### config.mk
export PLATFORM = sky130hd
export DESIGN_NAME = per_frame_ring_allocator
export DESIGN_NICKNAME = d
export VERILOG_FILES = /design/src/sv/pra_pkg.sv /design/src/sv/pra_step.sv /design/src/sv/per_frame_ring_allocator.sv
export SDC_FILE = /design/constraint.sdc
export NUM_CORES = 1
export LEC_CHECK = 0
export BUFFER_PORTS_ARGS = -buffer_cell sky130_fd_sc_hd__buf_2
export CAP_MARGIN = 20
export CORE_UTILIZATION = 38
export CTS_BUF_LIST = sky130_fd_sc_hd__clkbuf_2 sky130_fd_sc_hd__clkbuf_4 sky130_fd_sc_hd__clkbuf_8
export CTS_CLUSTER_SIZE = 40
export DETAILED_ROUTE_END_ITERATION = 12
export PLACE_DENSITY = 0.55
export SYNTH_ARGS = -nofsm -noshare
export SYNTH_HDL_FRONTEND = slang
export SYNTH_HIERARCHICAL = 1
export SYNTH_SLANG_ARGS = --single-unit
### constraint.sdc
create_clock -name clk -period 21.7 [get_ports clk]
set_clock_uncertainty 0.05 [all_clocks]
set_input_delay 3.255 -clock clk [delete_from_list [all_inputs] [get_ports clk]]
set_output_delay 3.255 -clock clk [all_outputs]
set_load 0.005 [all_outputs]
### src/sv/pra_pkg.sv
// ----------------------------------------------------------------------------
// Per-frame ring allocator package
// Field widths, register indexes, item kinds and the types shared by the
// allocator top level and its step datapath.
// ----------------------------------------------------------------------------
package pra_pkg;

  // Field widths of the stream beats and configuration registers.
  localparam int KIND_W   = 2;
  localparam int REQ_W    = 25;
  localparam int ALIGN_W  = 4;
  localparam int ADDR_W   = 32;
  localparam int PAGES_W  = 13;
  localparam int OFF_W    = 25;
  localparam int CFG_IDX_W = 2;
  localparam int CFG_DATA_W = 32;
  localparam int IN_DATA_W  = 32;
  localparam int OUT_DATA_W = 64;

  // Page geometry: a slice is counted in 4096-byte pages, at most 4096 pages.
  localparam int PAGE_SHIFT = 12;
  localparam logic [PAGES_W-1:0] MAX_SLICE_PAGES = 13'd4096;

  // Configuration register indexes.
  localparam logic [CFG_IDX_W-1:0] CFG_RING_READY   = 2'd0;
  localparam logic [CFG_IDX_W-1:0] CFG_BASE_ADDRESS = 2'd1;
  localparam logic [CFG_IDX_W-1:0] CFG_SLICE_PAGES  = 2'd2;

  // Item kinds carried on in_tuser.
  typedef enum logic [KIND_W-1:0] {
    KIND_ALLOC   = 2'd0,
    KIND_FRAME   = 2'd1,
    KIND_RESTART = 2'd2
  } kind_t;

  // Allocator context that does not depend on the frame count.
  typedef struct packed {
    logic [OFF_W-1:0] offset;
    logic [OFF_W-1:0] peak;
    logic             overflow;
  } ctx_t;

  // One result beat.
  typedef struct packed {
    logic              overflowed;
    logic [OFF_W-1:0]  high_water;
    logic [ADDR_W-1:0] address;
    logic              granted;
  } res_t;

endpackage

### src/sv/pra_step.sv
// ----------------------------------------------------------------------------
// Per-frame ring allocator step datapath
// Combinational update for one item: align, fit check, address forming,
// frame stepping and the high-water mark.
// ----------------------------------------------------------------------------
module pra_step #(
  parameter int FRAMES = 3
) (
  input  logic [pra_pkg::KIND_W-1:0]  kind,
  input  logic [pra_pkg::REQ_W-1:0]   request_bytes,
  input  logic [pra_pkg::ALIGN_W-1:0] align_log2,
  input  logic                        ring_ready,
  input  logic [pra_pkg::ADDR_W-1:0]  base_address,
  input  logic [pra_pkg::PAGES_W-1:0] slice_pages,
  input  pra_pkg::ctx_t               ctx,
  input  logic [((FRAMES > 1) ? $clog2(FRAMES) : 1)-1:0] frame_idx,
  output pra_pkg::ctx_t               ctx_nxt,
  output logic [((FRAMES > 1) ? $clog2(FRAMES) : 1)-1:0] frame_idx_nxt,
  output pra_pkg::res_t               res
);
  import pra_pkg::*;

  localparam int FIDX_W  = (FRAMES > 1) ? $clog2(FRAMES) : 1;
  localparam int ALN_W   = OFF_W + 1;
  localparam int SUM_W   = OFF_W + 2;
  localparam int FOFF_W  = FIDX_W + PAGES_W;
  localparam logic [FIDX_W-1:0] LAST_FRAME = FIDX_W'(FRAMES - 1);

  logic [PAGES_W-1:0] pages_sat;
  logic [OFF_W-1:0]   slice_bytes;
  logic [ALN_W-1:0]   align_mask;
  logic [ALN_W-1:0]   aligned;
  logic [SUM_W-1:0]   end_offset;
  logic               fits;
  logic [FOFF_W-1:0]  frame_pages;
  logic [ADDR_W-1:0]  grant_addr;

  // Slice size in bytes, saturated at 4096 pages.
  assign pages_sat   = (slice_pages > MAX_SLICE_PAGES) ? MAX_SLICE_PAGES : slice_pages;
  assign slice_bytes = {pages_sat, {PAGE_SHIFT{1'b0}}};

  // Round the offset up to the alignment and check the request against the slice.
  assign align_mask = (ALN_W'(1) << align_log2) - ALN_W'(1);
  assign aligned    = (ALN_W'(ctx.offset) + align_mask) & ~align_mask;
  assign end_offset = SUM_W'(aligned) + SUM_W'(request_bytes);
  assign fits       = (end_offset <= SUM_W'(slice_bytes));

  // Granted address: base plus the start of this frame's slice plus the offset.
  assign frame_pages = FOFF_W'(frame_idx) * FOFF_W'(pages_sat);
  assign grant_addr  = base_address
                     + ADDR_W'({frame_pages, {PAGE_SHIFT{1'b0}}})
                     + ADDR_W'(aligned);

  // Next context and the result beat.
  always_comb begin
    ctx_nxt        = ctx;
    frame_idx_nxt  = frame_idx;
    res.granted    = 1'b0;
    res.address    = '0;
    case (kind_t'(kind))
      KIND_ALLOC: begin
        if (ring_ready) begin
          if (fits) begin
            ctx_nxt.offset = OFF_W'(end_offset);
            res.granted    = 1'b1;
            res.address    = grant_addr;
          end else begin
            ctx_nxt.overflow = 1'b1;
          end
        end
      end
      KIND_FRAME: begin
        if (ctx.offset > ctx.peak) begin
          ctx_nxt.peak = ctx.offset;
        end
        frame_idx_nxt    = (frame_idx == LAST_FRAME) ? '0 : frame_idx + FIDX_W'(1);
        ctx_nxt.offset   = '0;
        ctx_nxt.overflow = 1'b0;
      end
      KIND_RESTART: begin
        ctx_nxt.offset = '0;
        frame_idx_nxt  = '0;
      end
      default: begin
        // Unused kind: nothing changes.
      end
    endcase
    res.high_water = ctx_nxt.peak;
    res.overflowed = ctx_nxt.overflow;
  end

endmodule

### src/sv/per_frame_ring_allocator.sv
// ----------------------------------------------------------------------------
// Per-frame ring allocator
// Bump allocator over a ring split into FRAMES equal slices, one per frame.
//
//   Channel  Direction  Beat contents (low bits first)
//   in_      slave      tdata: request_bytes, align_log2; tuser: kind
//   out_     master     tdata: granted, address, high_water, overflowed
//   cfg_     write      index 0 ring_ready, 1 base_address, 2 slice_pages
//
// One beat per cycle sustained while out_ is not stalled. Each beat passes
// through the input register, then the result register, to out_.
// The offset update is an align, add and compare loop through the state register.
// Reset (rst_n low, synchronous) clears the allocator state, the configuration
// registers and the valid flags. A stalled output holds its beat; the input
// register keeps taking beats until both stages are full.
// ----------------------------------------------------------------------------
module per_frame_ring_allocator #(
  parameter int FRAMES = 3
) (
  input  logic                           clk,
  input  logic                           rst_n,
  input  logic                           in_tvalid,
  output logic                           in_tready,
  // [24:0] request_bytes, [28:25] align_log2, [31:29] zero
  input  logic [pra_pkg::IN_DATA_W-1:0]  in_tdata,
  // [1:0] kind
  input  logic [pra_pkg::KIND_W-1:0]     in_tuser,
  output logic                           out_tvalid,
  input  logic                           out_tready,
  // [0] granted, [32:1] address, [57:33] high_water, [58] overflowed, [63:59] zero
  output logic [pra_pkg::OUT_DATA_W-1:0] out_tdata,
  input  logic                           cfg_we,
  input  logic [pra_pkg::CFG_IDX_W-1:0]  cfg_index,
  input  logic [pra_pkg::CFG_DATA_W-1:0] cfg_wdata
);
  import pra_pkg::*;

  localparam int FIDX_W = (FRAMES > 1) ? $clog2(FRAMES) : 1;
  localparam logic [FIDX_W-1:0] LAST_FRAME = FIDX_W'(FRAMES - 1);
  localparam logic [OFF_W-1:0]  MAX_SLICE_BYTES = OFF_W'(1) << (OFF_W - 1);

  // Configuration registers.
  logic               ring_ready_r;
  logic [ADDR_W-1:0]  base_address_r;
  logic [PAGES_W-1:0] slice_pages_r;

  // Input stage.
  logic               in_valid_r;
  logic [KIND_W-1:0]  in_kind_r;
  logic [REQ_W-1:0]   in_req_r;
  logic [ALIGN_W-1:0] in_align_r;

  // Allocator state.
  ctx_t               ctx_r;
  ctx_t               ctx_nxt;
  logic [FIDX_W-1:0]  frame_idx_r;
  logic [FIDX_W-1:0]  frame_idx_nxt;

  // Result stage.
  logic               out_valid_r;
  res_t               out_res_r;
  res_t               res_nxt;

  logic               advance;
  logic               in_take;

  // Handshake: the item in the input register moves on when the result slot frees.
  assign advance   = in_valid_r && (!out_valid_r || out_tready);
  assign in_tready = !in_valid_r || advance;
  assign in_take   = in_tvalid && in_tready;

  // Configuration writes.
  always_ff @(posedge clk) begin
    if (!rst_n) begin
      ring_ready_r   <= 1'b0;
      base_address_r <= '0;
      slice_pages_r  <= '0;
    end else if (cfg_we) begin
      case (cfg_index)
        CFG_RING_READY:   ring_ready_r   <= cfg_wdata[0];
        CFG_BASE_ADDRESS: base_address_r <= cfg_wdata[ADDR_W-1:0];
        CFG_SLICE_PAGES:  slice_pages_r  <= cfg_wdata[PAGES_W-1:0];
        default: begin
          // Writes beyond the register list are dropped.
        end
      endcase
    end
  end

  // Input register.
  always_ff @(posedge clk) begin
    if (!rst_n) begin
      in_valid_r <= 1'b0;
    end else if (in_take) begin
      in_valid_r <= 1'b1;
    end else if (advance) begin
      in_valid_r <= 1'b0;
    end
  end

  always_ff @(posedge clk) begin
    if (in_take) begin
      in_kind_r  <= in_tuser;
      in_req_r   <= in_tdata[REQ_W-1:0];
      in_align_r <= in_tdata[REQ_W +: ALIGN_W];
    end
  end

  // Step datapath.
  pra_step #(
    .FRAMES (FRAMES)
  ) u_step (
    .kind          (in_kind_r),
    .request_bytes (in_req_r),
    .align_log2    (in_align_r),
    .ring_ready    (ring_ready_r),
    .base_address  (base_address_r),
    .slice_pages   (slice_pages_r),
    .ctx           (ctx_r),
    .frame_idx     (frame_idx_r),
    .ctx_nxt       (ctx_nxt),
    .frame_idx_nxt (frame_idx_nxt),
    .res           (res_nxt)
  );

  // Allocator state advances once per item.
  always_ff @(posedge clk) begin
    if (!rst_n) begin
      ctx_r       <= '0;
      frame_idx_r <= '0;
    end else if (advance) begin
      ctx_r       <= ctx_nxt;
      frame_idx_r <= frame_idx_nxt;
    end
  end

  // Result register.
  always_ff @(posedge clk) begin
    if (!rst_n) begin
      out_valid_r <= 1'b0;
    end else if (advance) begin
      out_valid_r <= 1'b1;
    end else if (out_tready) begin
      out_valid_r <= 1'b0;
    end
  end

  always_ff @(posedge clk) begin
    if (advance) begin
      out_res_r <= res_nxt;
    end
  end

  assign out_tvalid = out_valid_r;
  assign out_tdata  = OUT_DATA_W'(out_res_r);

  // Assertions.
  a_frame_idx_range: assert property (@(posedge clk) disable iff (!rst_n)
    frame_idx_r <= LAST_FRAME)
    else $error("frame index beyond the last slice");

  a_offset_bound: assert property (@(posedge clk) disable iff (!rst_n)
    ctx_r.offset <= MAX_SLICE_BYTES)
    else $error("slice offset beyond the largest slice");

  a_refused_zero_addr: assert property (@(posedge clk) disable iff (!rst_n)
    (out_valid_r && !out_res_r.granted) |-> (out_res_r.address == '0))
    else $error("refused beat carries an address");

  a_peak_monotonic: assert property (@(posedge clk) disable iff (!rst_n)
    ctx_r.peak >= $past(ctx_r.peak))
    else $error("high-water mark decreased");

endmodule

# Yosys cells after proc, flatten, opt, wreduce, memory -nomap -nowiden
# Cells that the tools add are included.
# word_totals
register_bits,191
in_bits,73
out_inout_bits,66
# op_classes
addsub,6
mul,1
magnitude_cmp,3
n_eq_ne,7
n_shift,1
mux,16
n_bitwise,2
n_reduce_logical,20
# ops
operator,count
two-way mux 25 bit,4
case mux 25 bit (2 select lines),1
adder 32 x 26 -> 32 bit,1
adder 32 x 27 -> 32 bit,1
adder 26 x 25 -> 27 bit,1
less-or-equal comparator 27 x 25 -> 1 bit,1
adder 25 x 26 -> 26 bit,1
bitwise AND 26 bit,1
NOT 26 bit,1
"left shift 1 x 4 -> 26 bit, first input constant",1
"subtractor 26 x 2 -> 26 bit, second input constant",1
greater-than comparator 25 bit,1
multiplier 2 x 13 -> 15 bit,1
"greater-than comparator 13 bit, second input constant",1
two-way mux 13 bit,1
AND reduction 2 bit,5
nonzero test 2 bit,4
two-way mux 1 bit,7
"equality test 2 bit, second input constant",3
"equality test 2 x 1 -> 1 bit, second input constant",2
zero test 2 bit,2
case mux 2 bit (2 select lines),1
AND reduction 4 bit,1
AND reduction 3 bit,1
other kinds (9),12

# Logic depth before layout (Yosys ltp)
# logic_depth
depth_word,9
mapped_depth,44

# Modules after synthesis
# Netlist, hierarchy kept.
# modules_own_cells
module,instances,cells_each,area_each_um2,seq_area_each_um2
pra_step,1,1033,7439.6,0.0
per_frame_ring_allocator,1,525,6645.1,4724.5

# Worst setup path after synthesis
# OpenSTA, ideal clock, no wires.
# synth_path
kind,flip-flop to flip-flop
startpoint,register in_align_r[0]
endpoint,register ctx_r[41] (netlist name)
setup_time_ps,72
t_arrival_ps,7689
t_required_ps,21578
path_slack_ps,13889
stages_incl_launch_ff,40
n_path_buf,3
period_less_slack_ps,7811
cell_sequence,edfxtp_1 > buf_2 > or4_4 > ha_1 > clkbuf_1 > xor2_1 > ha_1 > and3_1 > a221o_1 > a21o_1 > a21o_1 > a21o_1 > a21oi_1 > xor2_1 > nor2_1 > ha_1 > a211oi_1 > nand2_1 > [4 not listed] > maj3_1 > maj3_1 > a21oi_1 > xnor2_1 > ha_1 > nand4_1 > nor3_1 > nand4_1 > nor4_1 > nand4_1 > nor3_1 > a21oi_1 > nand3b_1 > or3_1 > buf_2 > o22ai_1 > nand2_1 > mux2i_1
# synth_lines
element,line,source
from (decl),per_frame_ring_allocator.sv:51,logic [ALIGN_W-1:0] in_align_r;
from (signal assigned),per_frame_ring_allocator.sv:105,in_align_r <= in_tdata[REQ_W +: ALIGN_W];
to (signal assigned),per_frame_ring_allocator.sv:132,ctx_r <= ctx_nxt;
to (decl),per_frame_ring_allocator.sv:54,ctx_t ctx_r;

==> flow_summary.toml <==
[power]
ir_drop_v = 0.0000377
switchingPower_mw = 0.240
p_per_area_nw_per_um2 = 51.4
swShare = 0.308
comb_power_share = 0.182
seqPwrFrac = 0.507
p_int_mw = 0.540
p_leak_nw = 6.59
clockPowerShare = 0.311

[layout]
drive_above_1_share = 0.122
n_fill_cell = 3680
mostFrequentLayoutCells = "nand2_1 (201), ha_1 (143), buf_2 (129), dfxtp_1 (101), edfxtp_1 (90)"
syn_to_final_growth_pct = 7.78
final_common_cell = "nand2_1"
fin_nets = 1857
insertedDiodeCount = 0

[floorplan]
ios = 139
dieArea_um2 = 37800
die_x_um = 195
rows = 70
die_h_um = 195
fp.coreArea_um2 = 36500
initial_core_util = 0.386

[routing]
wire_per_inst_um = 17.0
drtAntennaViolNets = 0
first_pass_iters = 5
wl_um = 35800
post_drt_via_cell_ratio = 5.24
drc = 0
vias = 11049
drtIter0Drc = 744

[logic_synthesis]
ys.flop_type = "dfxtp_1"
netlist_area_um2 = 14100
yosys_warnings = 6
syn_area_per_cell_um2 = 9.04
synth_edf_count = 90
netlist_instances = 1558
async_flop_share = 0
synth_seq_cells = 191
synthTopCellsByArea = "edfxtp_1 (19%), dfxtp_1 (14%), ha_1 (13%)"
synth_seq_area_share = 0.335
yosysUniqueCellTypes = 78
netlist.area_leader.share = 0.192
yosysTopAreaCell = "edfxtp_1"

[worst_setup_path]
cp_max_fo = 30
worst_ep_arrival_time_ns = 10.47
r2r_setup_slack_ns = 11.61
critPathKind = "register to register"
cp_common_cell = "ha_1"
startpoint = "in_align_r[1]$_DFFE_PP_"
rr_worst_depth = 39
setup.worst_path.end_class = "register"
startpoint_type = "register"
worstPathRequired_ns = 22.08
r2r_end = "ctx_r[48]$_SDFFE_PN0P_"
r2r_start = "in_align_r[1]$_DFFE_PP_"
critPathMaxStageDelay_ns = 0.62
slowest_stage = "edfxtp_1"

[placed_design]
place_ws_ns = 11.51
portBuffers = 130
dp_hpwl_um = 27700
routabilityCongestion = 0.891

[cts]
cts_setup_buffers = 0
cts_max_path_buffers = 2
cts_tree = "built"
hold_buffers = 0
h-tree-depth = 4
clock-root-buffer = "clkbuf_8"
cts_buffers = 17
clkSinkCount = 191
clkTransAtPathRegs_ns = 0.10
cts_resized = 0
clk_latency_ns = 0.51

[timing]
fin_crit_sh = 0.465
period_minus_slack_ns = 10.09
report.final.hold_viol_count = 0
worstMarginPinSlew_ns = 1.06
max_clock_freq_mhz = 99.1
rsz0062_at_grt = "false"
finalMaxSlewViolations = 0
worst_slack_ns = 11.61
fin_setup_tns_ns = 0
slew_headroom = 0.272
finalSetupViolCount = 0

[worst_hold_path]
hold_path_class = "register to register"
min_to = "ctx_r[13]$_SDFFE_PN0P_"
hold_depth = 2
min_from = "ctx_r[13]$_SDFFE_PN0P_"

[grt]
grt_max_degree = 95
grt_pass1_vias = 10713
grt_util_all_layers = 0.191
gr-total-overflow = 0
grt_pass1_wl_um = 56800
antenna_found_initial = 0

[status]
status = "completed"

[job]
cap_violations = 0
## final cells by class
type | count | area, µm² | area share
tap | 468 | 586 | 0.0386
multi-input combinational | 1197 | 8450 | 0.556
timing repair buffer | 137 | 709 | 0.0467
inverter | 85 | 319 | 0.0210
sequential | 191 | 4720 | 0.311
clock inverter | 14 | 146 | 0.00964
clock buffer | 18 | 248 | 0.0163
## kinds of logic (layout without fill, tap and decap cells)
| logic type | count (synthesis) | after routing | synth area share |
|---|---|---|---|
| AND/OR/NAND/NOR | 510 | 510 | 0.174 |
| adder cells (fa/ha/maj) | 159 | 159 | 0.147 |
| buffers and inverters | 178 | 254 | 0.0669 |
| other | 2 | 10 | 0.000533 |
| flip-flops | 191 | 191 | 0.335 |
| multiplexers | 87 | 87 | 0.0635 |
| AO/OA/AOI/OAI | 348 | 348 | 0.160 |
| XOR/XNOR | 83 | 83 | 0.0527 |
## synthesized netlist by cell type (4+ instances only)
cell type,count
nor3_1,23
ha_1,143
a21o_1,47
o22ai_1,13
o21ai_1,7
nor3b_1,7
nor2_1,87
mux2_2,15
nand3_1,67
a31oi_1,4
maj3_1,4
and2_1,17
mux2i_1,71
buf_12,6
xor2_1,30
fa_1,12
and3_1,30
a21oi_1,77
edfxtp_1,90
buf_4,33
xnor2_1,52
or2_2,5
a32o_1,11
clkbuf_1,20
o21bai_1,13
dfxtp_1,101
nor4_1,6
nand2_1,201
o211ai_1,9
buf_2,27
o21a_1,23
nand2b_1,13
inv_1,83
a211oi_1,11
nand4_1,19
or3_1,8
o21ai_0,86
nor2b_1,14
## metrics by stage
stage | total power, mW | instance area (µm²) | std cells | hold slack [ns] | utilization
after CTS | 0.791 | 15200 | 2109 | 0.420 | 0.415
final | 0.780 | 15200 | 2110 | 0.414 | 0.416
after floorplan | 0.504 | 14100 | 1566 | 0.381 | -
after global routing | 0.821 | 15200 | 2110 | 0.436 | 0.416
after detailed placement | 0.546 | 14800 | 2077 | 0.405 | 0.405
after global placement | 0.544 | 14800 | 2077 | 0.389 | 0.405
## power by group through the flow
stage / clock [mW] / sequential, mW / combinational [mW]
after floorplan: 0 / 0.401 / 0.103
after global placement: 0 / 0.404 / 0.140
after detailed placement: 0 / 0.404 / 0.141
after CTS: 0.253 / 0.396 / 0.142
after global routing: 0.265 / 0.397 / 0.159
final: 0.243 / 0.396 / 0.142
## critical path: cells and delay by family (launching register included)
| kind | cells | cell delay [ns] |
|---|---|---|
| fa+ha+maj | 4 | 1.41 |
| mux | 1 | 0.15 |
| simple gates | 17 | 3.81 |
| xor+xnor | 2 | 0.25 |
| flops | 1 | 0.62 |
| buf+inv | 2 | 0.60 |
| compound gates | 13 | 3.04 |
## sequential cells by signal (all words and copies together), names as in the netlist
signal	flops
base_address_r	32
in_valid_r	1
slice_pages_r	13
in_align_r	4
ring_ready_r	1
out_tvalid	1
ctx_r	51
out_tdata	59
in_kind_r	2
frame_idx_r	2
in_req_r	25
## worst max path at each step
stage | end | slack [ns]
2_1_floorplan | ctx_r[41]$_SDFFE_PN0P_ | 13.89
3_3_place_gp | ctx_r[42]$_SDFFE_PN0P_ | 11.49
3_5_place_dp | ctx_r[48]$_SDFFE_PN0P_ | 11.51
4_1_cts | ctx_r[48]$_SDFFE_PN0P_ | 11.43
5_1_grt | ctx_r[35]$_SDFFE_PN0P_ | 10.76
6_report | ctx_r[48]$_SDFFE_PN0P_ | 11.61
## layer usage
layer	track usage	wire length, µm	up-vias
li1	-	-	5704
met1	0.261	17900	5135
met2	0.315	16300	182
met3	0.0267	1060	28
met4	0.0523	490	0
met5	0	0	-
(Power assumes the default switching activity.)
